===== src/rtl/gdw_pkg.sv =====
// Package for the graph depth-first walk engine.
// Shared constants, status codes and the front-to-back command type.
`timescale 1ns / 1ps
package gdw_pkg;
  localparam int NODE_COUNT_DEF = 16;
  localparam int EDGE_COUNT_DEF = 64;
  localparam int NODE_W = 4;
  localparam int STATUS_W = 2;

  localparam logic [STATUS_W-1:0] ST_VISIT = 2'd0;
  localparam logic [STATUS_W-1:0] ST_ADDED = 2'd1;
  localparam logic [STATUS_W-1:0] ST_DROP  = 2'd2;

  localparam logic OP_ADD  = 1'b0;
  localparam logic OP_WALK = 1'b1;

  typedef struct packed {
    logic              op;
    logic [NODE_W-1:0] src;
    logic [NODE_W-1:0] dst;
    logic              bad;
  } cmd_t;
endpackage


===== src/rtl/graph_dfs_walk_engine_core.sv =====
// Top level of the graph depth-first walk engine.
// Depends on gdw_pkg, gdw_front and gdw_back.
`timescale 1ns / 1ps
// Queue-style ports on both sides. An add-edge item is handled in the back end
// and gives one status result. A walk starts when its command is taken, then
// pops nodes and scans each popped node's edge list through the registered single
// read port of the edge store, stalling whenever the result side is full, and gives
// at most NODE_COUNT results per walk. A two-entry command queue and a two-entry
// result queue decouple the back end from both neighbors.
module graph_dfs_walk_engine_core #(
  parameter int NODE_COUNT = gdw_pkg::NODE_COUNT_DEF,
  parameter int EDGE_COUNT = gdw_pkg::EDGE_COUNT_DEF
) (
  input  logic                         clk,
  input  logic                         rst,
  input  logic                         push,
  output logic                         full,
  input  logic                         operation,
  input  logic [gdw_pkg::NODE_W-1:0]   from_node,
  input  logic [gdw_pkg::NODE_W-1:0]   to_node,
  output logic                         empty,
  input  logic                         pop,
  output logic [gdw_pkg::STATUS_W-1:0] status,
  output logic [gdw_pkg::NODE_W-1:0]   node,
  output logic                         last
);
  import gdw_pkg::*;
  cmd_t cmd;
  logic cmd_valid, cmd_take;

  gdw_front #(.NODE_COUNT(NODE_COUNT)) u_front (
    .clk, .rst, .push, .full, .operation, .from_node, .to_node,
    .cmd_valid, .cmd, .cmd_take
  );
  gdw_back #(.NODE_COUNT(NODE_COUNT), .EDGE_COUNT(EDGE_COUNT)) u_back (
    .clk, .rst, .cmd_valid, .cmd, .cmd_take, .empty, .pop, .status, .node, .last
  );
endmodule


===== src/rtl/gdw_front.sv =====
// Front end: accepts items, flags out-of-range node ids, holds a short command queue.
// Depends on gdw_pkg.
`timescale 1ns / 1ps
module gdw_front #(
  parameter int NODE_COUNT = gdw_pkg::NODE_COUNT_DEF
) (
  input  logic                      clk,
  input  logic                      rst,
  input  logic                      push,
  output logic                      full,
  input  logic                      operation,
  input  logic [gdw_pkg::NODE_W-1:0] from_node,
  input  logic [gdw_pkg::NODE_W-1:0] to_node,
  output logic                      cmd_valid,
  output gdw_pkg::cmd_t             cmd,
  input  logic                      cmd_take
);
  import gdw_pkg::*;
  cmd_t q [2];
  logic [1:0] cnt;
  logic rd, wr;
  logic bad;

  assign full = (cnt == 2'd2);
  assign cmd_valid = (cnt != 2'd0);
  assign cmd = q[rd];
  assign bad = ({1'b0, from_node} >= (NODE_W+1)'(NODE_COUNT)) ||
               ((operation == OP_ADD) && ({1'b0, to_node} >= (NODE_W+1)'(NODE_COUNT)));

  always_ff @(posedge clk) begin
    if (rst) begin
      cnt <= '0;
      rd <= 1'b0;
      wr <= 1'b0;
    end else begin
      if (push && !full) begin
        q[wr] <= '{op: operation, src: from_node, dst: to_node, bad: bad};
        wr <= ~wr;
      end
      if (cmd_take && cmd_valid) rd <= ~rd;
      cnt <= cnt + 2'((push && !full) ? 1 : 0) - 2'((cmd_take && cmd_valid) ? 1 : 0);
    end
  end
endmodule


===== src/rtl/gdw_back.sv =====
// Back end: edge store, adjacency lists, seen marks and the walk sequencer.
// Depends on gdw_pkg; feeds a two-entry result queue.
`timescale 1ns / 1ps
module gdw_back #(
  parameter int NODE_COUNT = gdw_pkg::NODE_COUNT_DEF,
  parameter int EDGE_COUNT = gdw_pkg::EDGE_COUNT_DEF
) (
  input  logic                        clk,
  input  logic                        rst,
  input  logic                        cmd_valid,
  input  gdw_pkg::cmd_t               cmd,
  output logic                        cmd_take,
  output logic                        empty,
  input  logic                        pop,
  output logic [gdw_pkg::STATUS_W-1:0] status,
  output logic [gdw_pkg::NODE_W-1:0]   node,
  output logic                        last
);
  import gdw_pkg::*;
  localparam int EW = $clog2(EDGE_COUNT);
  localparam int LW = EW + 1;
  localparam int NI = (NODE_COUNT > 1) ? $clog2(NODE_COUNT) : 1;
  localparam int SW = $clog2(NODE_COUNT + 1);
  localparam logic [LW-1:0] NIL = LW'(EDGE_COUNT);

  localparam logic [2:0] S_IDLE = 3'd0;
  localparam logic [2:0] S_POP  = 3'd1;
  localparam logic [2:0] S_EMIT = 3'd2;
  localparam logic [2:0] S_RD   = 3'd3;
  localparam logic [2:0] S_CHK  = 3'd4;

  // edge store memory; the last edge of a list is known from the tail, so its
  // link entry is never used
  logic [NODE_W-1:0] etgt [EDGE_COUNT];
  logic [LW-1:0]     elnk [EDGE_COUNT];
  logic [NODE_W-1:0] rd_tgt;
  logic [LW-1:0]     rd_lnk;
  logic [LW-1:0]     head [NODE_COUNT];
  logic [LW-1:0]     tail [NODE_COUNT];
  logic [NODE_COUNT-1:0] seen;
  logic [NODE_W-1:0] stk [NODE_COUNT];
  logic [SW-1:0]     top;
  logic [LW-1:0]     used;
  logic [2:0]        state;
  logic [LW-1:0]     e;
  logic [NODE_W-1:0] cur;
  logic [SW-1:0]     cnt;

  // result queue
  logic [STATUS_W+NODE_W:0] rq [2];
  logic [1:0] rc;
  logic rr, rw;
  logic rq_room;
  logic res_we;
  logic [STATUS_W+NODE_W:0] res;

  logic [NI-1:0] si, ci, ti;
  logic [NODE_W-1:0] top_node;
  logic [LW-1:0] pop_head;
  logic walk_done;
  logic add_we;

  assign rq_room = (rc != 2'd2);
  assign empty = (rc == 2'd0);
  assign {status, node, last} = rq[rr];

  assign si = NI'(cmd.src);
  assign ci = NI'(cur);
  assign ti = NI'(rd_tgt);
  assign top_node = stk[NI'(top - 1'b1)];
  assign pop_head = head[NI'(top_node)];
  assign walk_done = (top == '0) || (cnt == SW'(NODE_COUNT));
  assign add_we = (state == S_IDLE) && cmd_take && (cmd.op == OP_ADD) && !cmd.bad &&
                  (used != NIL);

  always_comb begin
    cmd_take = 1'b0;
    res_we = 1'b0;
    res = '0;
    if (state == S_IDLE && cmd_valid && rq_room) begin
      cmd_take = 1'b1;
      if (cmd.op == OP_ADD) begin
        res_we = 1'b1;
        res = {(cmd.bad || used == NIL) ? ST_DROP : ST_ADDED, {NODE_W{1'b0}}, 1'b1};
      end else if (cmd.bad) begin
        res_we = 1'b1;
        res = {ST_VISIT, cmd.src, 1'b1};
      end
    end
    // emit once the scan of the popped node's list is over
    if (state == S_EMIT && rq_room) begin
      res_we = 1'b1;
      res = {ST_VISIT, cur, walk_done};
    end
  end

  always_ff @(posedge clk) begin
    rd_tgt <= etgt[e[EW-1:0]];
    rd_lnk <= elnk[e[EW-1:0]];
    if (add_we) begin
      etgt[used[EW-1:0]] <= cmd.dst;
      if (tail[si] != NIL) elnk[tail[si][EW-1:0]] <= used;
    end
  end

  always_ff @(posedge clk) begin
    if (rst) begin
      state <= S_IDLE;
      used <= '0;
      seen <= '0;
      top <= '0;
      cnt <= '0;
      e <= NIL;
      cur <= '0;
      for (int i = 0; i < NODE_COUNT; i++) begin
        head[i] <= NIL;
        tail[i] <= NIL;
        stk[i] <= '0;
      end
    end else begin
      case (state)
        S_IDLE: begin
          if (add_we) begin
            if (tail[si] == NIL) head[si] <= used;
            tail[si] <= used;
            used <= used + 1'b1;
          end else if (cmd_take && cmd.op == OP_WALK && !cmd.bad) begin
            seen[si] <= 1'b1;
            stk[0] <= cmd.src;
            top <= SW'(1);
            cnt <= '0;
            state <= S_POP;
          end
        end
        S_POP: begin
          cur <= top_node;
          top <= top - 1'b1;
          cnt <= cnt + 1'b1;
          e <= pop_head;
          state <= (pop_head == NIL) ? S_EMIT : S_RD;
        end
        S_RD: begin
          // wait for the registered read of edge e
          state <= S_CHK;
        end
        S_CHK: begin
          if (!seen[ti] && top < SW'(NODE_COUNT)) begin
            seen[ti] <= 1'b1;
            stk[NI'(top)] <= rd_tgt;
            top <= top + 1'b1;
          end
          if (e == tail[ci]) begin
            state <= S_EMIT;
          end else begin
            e <= rd_lnk;
            state <= S_RD;
          end
        end
        S_EMIT: begin
          if (rq_room) begin
            if (walk_done) begin
              top <= '0;
              state <= S_IDLE;
            end else begin
              state <= S_POP;
            end
          end
        end
        default: state <= S_IDLE;
      endcase
    end
  end

  always_ff @(posedge clk) begin
    if (rst) begin
      rc <= '0;
      rr <= 1'b0;
      rw <= 1'b0;
    end else begin
      if (res_we) begin
        rq[rw] <= res;
        rw <= ~rw;
      end
      if (pop && !empty) rr <= ~rr;
      rc <= rc + 2'(res_we ? 1 : 0) - 2'((pop && !empty) ? 1 : 0);
    end
  end
endmodule


===== config.mk =====
export PLATFORM = sky130hd
export DESIGN_NAME = graph_dfs_walk_engine_core
export DESIGN_NICKNAME = d
export VERILOG_FILES = /design/src/rtl/gdw_pkg.sv /design/src/rtl/graph_dfs_walk_engine_core.sv /design/src/rtl/gdw_front.sv /design/src/rtl/gdw_back.sv
export SDC_FILE = /design/constraint.sdc
export NUM_CORES = 1
export LEC_CHECK = 0
export BUFFER_PORTS_ARGS = -buffer_cell sky130_fd_sc_hd__buf_2
export CAP_MARGIN = 20
export CORE_UTILIZATION = 41
export DETAILED_ROUTE_END_ITERATION = 8
export GPL_TIMING_DRIVEN = 0
export MAX_ROUTING_LAYER = met4
export SYNTH_ARGS = -nofsm -noshare
export SYNTH_HDL_FRONTEND = slang
export SYNTH_SLANG_ARGS = --single-unit

===== constraint.sdc =====
create_clock -name clk -period 4.1 [get_ports clk]
set_input_delay 0.82 -clock clk [delete_from_list [all_inputs] [get_ports clk]]
set_output_delay 0.82 -clock clk [all_outputs]
set_load 0.02 [all_outputs]

# Yosys cells after proc, flatten, opt, wreduce, memory -nomap -nowiden
# Memories as Yosys holds them, arrays and structs flattened. A register that Yosys moved wholly into a read port is not among the register bits.
# Index checks and enable logic that the tools add are counted.
[classes]
addsub = 8
order_cmp = 5
eq_ne = 19
muxes = 88
n_bitwise = 8
reduce_logical = 38
[ops]
columns = ["cell", "n"]
rows = [
  ["$mux 1", 52],
  ["$mux 16", 3],
  ["$mux 7", 6],
  ["$mux 5", 8],
  ["$or 16x16->16", 2],
  ["$pmux 16 s2", 1],
  ["$mux 4", 7],
  ["$eq 7x7->1 const B", 3],
  ["$pmux 5 s4", 1],
  ["$logic_and 1x1->1", 15],
  ["$pmux 3 s5", 1],
  ["$ne 7x7->1 const B", 2],
  ["$pmux 7 s2", 1],
  ["$reduce_or 7->1", 2],
  ["$add 5x1->5 const B", 2],
  ["$lt 4x5->1 const B", 2],
  ["$pmux 5 s2", 1],
  ["$mux 3", 3],
  ["$demux 1 s4", 2],
  ["$ge 4x1->1 const B", 2],
  ["$ne 2x2->1 const B", 4],
  ["$reduce_bool 2->1", 4],
  ["$add 7x1->7 const B", 1],
  ["$eq 7x7->1", 1],
  ["27 further kinds", 40],
]
[totals]
ff_bits = 55
ram_bits = 1024
in_bits = 13
output_inout_bits = 9
elab_cells = 186
n_memories = 7
[mem_list]
columns = ["name", "depth", "word_bits", "rd", "rd_clocked_by_memory_dff", "write_ports", "line_no", "rtl"]
rows = [
  ["u_back.elnk", 64, 7, 1, 1, 1, "gdw_back.sv:35", "logic [LW-1:0] elnk [EDGE_COUNT];"],
  ["u_back.etgt", 64, 4, 1, 1, 1, "gdw_back.sv:34", "logic [NODE_W-1:0] etgt [EDGE_COUNT];"],
  ["u_back.head", 16, 7, 1, 0, 16, "gdw_back.sv:38", "logic [LW-1:0] head [NODE_COUNT];"],
  ["u_back.tail", 16, 7, 2, 1, 16, "gdw_back.sv:39", "logic [LW-1:0] tail [NODE_COUNT];"],
  ["u_back.stk", 16, 4, 1, 0, 16, "gdw_back.sv:41", "logic [NODE_W-1:0] stk [NODE_COUNT];"],
  ["u_front.q", 2, 9, 1, 1, 1, "gdw_front.sv:19", "cmd_t q [2];"],
  ["1 more memories", "--", "--", "--", "--", "--", "--", ""],
]

# Longest topological paths before layout
[depth]
depth_word = 14
depth_mapped = 16
ltp_nobuf = 11

# Cells and area by module
# A second synthesis with hierarchy kept.
[hier_totals]
hier_cells = 2657
area_unflattened_um2 = 46268.1
[modules_own_cells]
columns = ["module", "n_inst", "cells_per_inst", "area_each_um2", "seq_area_each_um2"]
rows = [
  ["gdw_back", 1, 2602, 45353.5, 31550.3],
  ["gdw_front", 1, 55, 914.6, 640.6],
]

# Worst setup path before layout
# No wires, ideal clock.
[synth_path]
path_kind = "reg2reg"
startpoint = "register u_back.top[0]"
endpoint = "register u_back.state[0]"
setup_time_ps = 127
arrival_time_ps = 4318
required_ps = 3973
path_slack_ps = -345
path_stages_with_launch = 16
path_buffers = 5
synth_period_minus_slack_ps = 4445
cell_sequence = "dfxtp_1 -> buf_2 -> clkbuf_1 -> inv_1 -> ha_1 -> xor2_1 -> mux4_2 -> mux4_2 -> buf_2 -> buf_6 -> buf_4 -> mux2i_1 -> a22oi_1 -> nand2_1 -> nor4_1 -> a21oi_1"
[synth_between]
elab_chain_cells = 6
word_cells_on_any_way = 10
cone_classes = "1 x add/sub; 1 x eq/ne; 4 x mux; 2 x reduce/logical; 2 x memory"
[synth_lines]
columns = ["element", "line_no", "rtl"]
rows = [
  ["start: declaration", "gdw_back.sv:42", "logic [SW-1:0] top;"],
  ["start signal: assignment", "gdw_back.sv:137", "top <= top - 1'b1;"],
  ["start signal: assignment", "gdw_back.sv:150", "top <= top + 1'b1;"],
  ["$sub 5x1->5", "gdw_back.sv:70", "assign top_node = stk[NI'(top - 1'b1)];"],
  ["$mem_v2 16x4", "--", ""],
  ["$mem_v2 16x7", "--", ""],
  ["$eq 7x7->1", "gdw_back.sv:140", "state <= (pop_head == NIL) ? S_EMIT : S_RD;"],
  ["$mux 1", "gdw_back.sv:140", ""],
  ["$pmux 3 s5 (*)", "gdw_back.sv:121", "case (state)"],
  ["end signal: assignment", "gdw_back.sv:140", ""],
  ["end: declaration", "gdw_back.sv:44", "logic [2:0] state;"],
]
# Mark *: on every way between the ends. The rest lies on a longest branch, timed or not. The select of a mux whose other input is x is not followed.
# A chain may end at the register's enable or synchronous reset.

# Worst setup path in the final report
[layout_path]
startpoint = "register u_back.top[0]"
endpoint = "register u_back.e[6]"
[layout_between]
elab_chain_cells = 4
[layout_lines]
columns = ["element", "line_no", "rtl"]
rows = [
  ["$sub 5x1->5", "gdw_back.sv:70", ""],
  ["$mem_v2 16x4", "--", ""],
  ["$mem_v2 16x7", "--", ""],
  ["$pmux 7 s2", "gdw_back.sv:121", ""],
  ["end signal: assignment", "gdw_back.sv:139", "e <= pop_head;"],
  ["end signal: assignment", "gdw_back.sv:155", "e <= rd_lnk;"],
  ["end: declaration", "gdw_back.sv:45", "logic [LW-1:0] e;"],
]
# Every way passes these cells.

==> results.yml <==
global_route:
  grt_pass1_wl_um: 179600
  grt_use_total: 0.2265
  antenna_found_initial: 0
  grt_pass1_vias: 26210
  grt.overflow.total: 0
  grt_max_degree: 65
finish:
  fillCellCount: 9288
  final_cells: 4452
  insertedDiodeCount: 0
  area_growth_pct: 16.03
  fin_area_um2: 53510
  nNetsFinal: 2898
  postLayoutCoreUtil: 0.4815
  drive_gt1_frac: 0.2723
floorplanning:
  core_area_um2: 111100
  start_util: 0.4150
  std_cell_rows: 122
  design.die.area_um2: 113800
  die_w_um: 337.4
  dieHeight_um: 337.4
  ios: 22
placement:
  place_congestion: 0.9388
  port_buffers: 21
  dpl_worst_slack_ns: -1.817
  place_area_um2: 48340
  hpwl_um: 86210
  dp_cells: 4217
hold_path:
  holdCritPathClass: "in2reg"
  whs_path_depth: 1
logic_synthesis:
  synth_edf_count: 1024
  async_flop_share: 0
  ys_seq_elements: 1096
  syn-mean-instance-area_um2: 17.12
  muxShareOfSynthArea: 0.1742
  synth.largest_area_cell: "edfxtp_1"
  synth-adder-area-share: 0.003527
  netlist_area_um2: 46120
  synth_xor_area_frac: 0.004558
  ys_types: 60
  syn-instance-count: 2694
  synth_compound_area_frac: 0.02154
  yosys-top-cells-area: "edfxtp_1 (67%), mux4_2 (15%), dfxtp_1 (3.1%), nor2_1 (2.8%), mux2i_1 (2.0%)"
  synth_top_family_by_area: "multiplexers"
  yosys_warnings: 0
  yosysMostFrequentCell: "edfxtp_1"
  synth_top_cells_by_count: "edfxtp_1 (1024), nor2_1 (338), mux4_2 (306), nand2_1 (183), clkbuf_1 (113)"
  ys_seq_area_frac: 0.6980
  synthSimpleGateAreaFrac: 0.07971
  synth.top_cell.area_share: 0.6668
  synth_flop_cell: "edfxtp_1"
  synth_fp_nets: 2720
critical_path:
  reg2reg_from: "u_back.top[0]"
  cp_max_fo: 7
  endpoint: "u_back.e[6]"
  worst_setup_path_start_kind: "flop"
  end_kind: "flop"
  r2r-end: "u_back.e[6]"
  required_ns: 4.69
  reg2regPathDepth: 14
  rrSetupSlack_ns: -0.04
  crit_type: "reg2reg"
  worstPathArrival_ns: 4.74
  startpoint: "u_back.top[0]"
route:
  drc: 0
  wl_um: 124000
  antenna_left: 0
  drtIter0Drc: 3010
  vias: 25820
  drt-pass1-iter-count: 6
  post_drt_wl_per_cell_um: 27.84
  vias_per_cell: 5.801
pwr:
  leakagePower_nw: 16.91
  powerDensity_nw_per_um2: 657.9
  ir_worst_vdd_mv: 0.5034
outcome:
  violations: "negative setup slack"
  outcome: "complete, but fails checks"
sta:
  max_clock_freq_mhz: 241.4
  slew_violations: 0
  fin_ws_ns: -0.04244
  setup_tns_ns: -0.04244
  layout_min_cycle_time_ns: 4.142
  rsz0062_at_grt: "true"
  period_share: 1.010
  worst_pin_slew_ns: 1.105
  setup_viol: 1
  fin_skew_ns: 0.04609
  final_hold_viol_count: 0
  max-slew-margin-rel: 0.2633
clocking:
  cts_buffer_depth: 3
  clockRootBuffer: "clkbuf_16"
  clock-sinks: 1096
  clk_latency_ns: 0.72
  cts_buffers: 108
  h-tree-depth: 3
  clk_pin_slew_ns: 0.07
  cts_tree: "yes"
flow_run:
  drv_cap: 0
==> layout by cell type (no fill, tap or decap), types with 13 or more instances in the layout <==
cell | netlist | final
nor2_2 | 0 | 27
and3_1 | 46 | 46
nor2_1 | 338 | 246
nand2_1 | 183 | 154
mux2_2 | 20 | 19
or2_2 | 15 | 15
inv_1 | 21 | 19
nor3_1 | 16 | 16
bufinv_16 | 0 | 13
clkinv_1 | 4 | 18
and2_1 | 103 | 103
buf_2 | 21 | 31
nor2_4 | 0 | 65
a21oi_1 | 47 | 47
nand2_2 | 1 | 18
nand2_4 | 3 | 15
mux2i_1 | 90 | 75
clkbuf_16 | 0 | 108
nand3_1 | 27 | 23
edfxtp_1 | 1024 | 1024
mux4_2 | 306 | 306
o22ai_1 | 18 | 17
buf_4 | 4 | 31
clkbuf_1 | 113 | 131
buf_1 | 24 | 18
dfxtp_1 | 72 | 63
or3_1 | 24 | 23
buf_12 | 0 | 20
buf_6 | 8 | 14
==> critical path, cell delays in order (launching register included) <==
cell and delay (ns):
dfxtp_4 0.38, buf_12 0.11, buf_12 0.10, clkinvlp_4 0.11
ha_4 0.20, xor2_4 0.19, buf_12 0.15, mux4_2 0.52
mux4_2 0.64, buf_6 0.19, mux2_2 0.27, o211ai_1 0.37
a41oi_2 0.30, a2111oi_2 0.40, a21oi_1 0.08
==> flip-flops by register name (all words and copies together) (netlist names), named ones only <==
register       cells
u_front.wr         1
u_back.rw          1
u_back.rr          1
u_front.rd         1
u_back.head      112
u_back.state       3
u_back.ci          4
u_back.rd_tgt      4
u_back.used        7
u_back.elnk      448
u_back.stk        64
u_back.etgt      256
u_back.rd_lnk      7
u_back.rc          2
u_front.cnt        2
u_back.cnt         5
u_back.top         5
u_back.rq         14
u_front.q         18
u_back.tail      112
u_back.e           7
u_back.seen       16
==> worst min path at each step <==
stage               startpoint               to  slack, ns
3_3_place_gp   u_back.seen[13]  u_back.seen[13]       0.44
2_1_floorplan  u_back.seen[10]  u_back.seen[10]       0.43
6_report            to_node[1]  u_front.q[0][1]       0.31
3_5_place_dp    u_back.seen[9]   u_back.seen[9]       0.46
4_1_cts           from_node[1]  u_front.q[0][5]       0.26
5_1_grt           from_node[1]  u_front.q[0][5]       0.29
==> metal layers <==
metal / vias up / global-route usage / routed length (µm)
met5: - / - / 0
met3: 197 / 0.04405 / 10210
li1: 10920 / - / -
met1: 13580 / 0.3014 / 51080
met2: 1131 / 0.3527 / 59000
met4: 0 / 0.07038 / 3682
==> cell type report <==
class                   instances  area [µm²]  area share
multi-input cells            1401       14090      0.2634
repair buffers                 72       737.0     0.01377
plain buffers                 167       903.4     0.01688
flip-flops and latches       1096       32210      0.6019
clock inverters                57       704.4     0.01316
inverters                      26       107.6    0.002011
clock buffers                 145        2892     0.05404
well taps                    1488        1862     0.03479
==> logic make-up (layout without fill, tap and decap cells) <==
family / count (synthesis) / count (layout)
DFF: 1096 / 1096
adders and majority gates: 13 / 13
AOI/OAI and AO/OA: 150 / 150
and+or+nand+nor: 797 / 797
muxes: 417 / 417
buffers and inverters: 197 / 467
xor gates and xnor gates: 24 / 24
==> timing repair <==
action | CTS | global route
setup buffers | 13 | 15
hold buffers | 0 | 0
pin swaps | 7 | 10
endpoints found under the setup margin | 1011 | 766
gates resized for setup | 234 | 97
==> report_power, final <==
part	internal (mW)	total, mW	switching [mW]
clock	5.79	10.1	4.27
sequential	12.8	13.1	0.262
combinational	4.93	12.1	7.14
total	23.5	35.2	11.7
==> through the flow <==
step / total power, mW / hold slack, ns
finish: 35.21 / 0.3075
global route: 36.24 / 0.2939
CTS: 34.82 / 0.2636
detailed placement: 24.10 / 0.4608
global placement: 23.92 / 0.4436
floorplan: 20.09 / 0.4315
No activity file was read; power rests on OpenSTA's default activity.
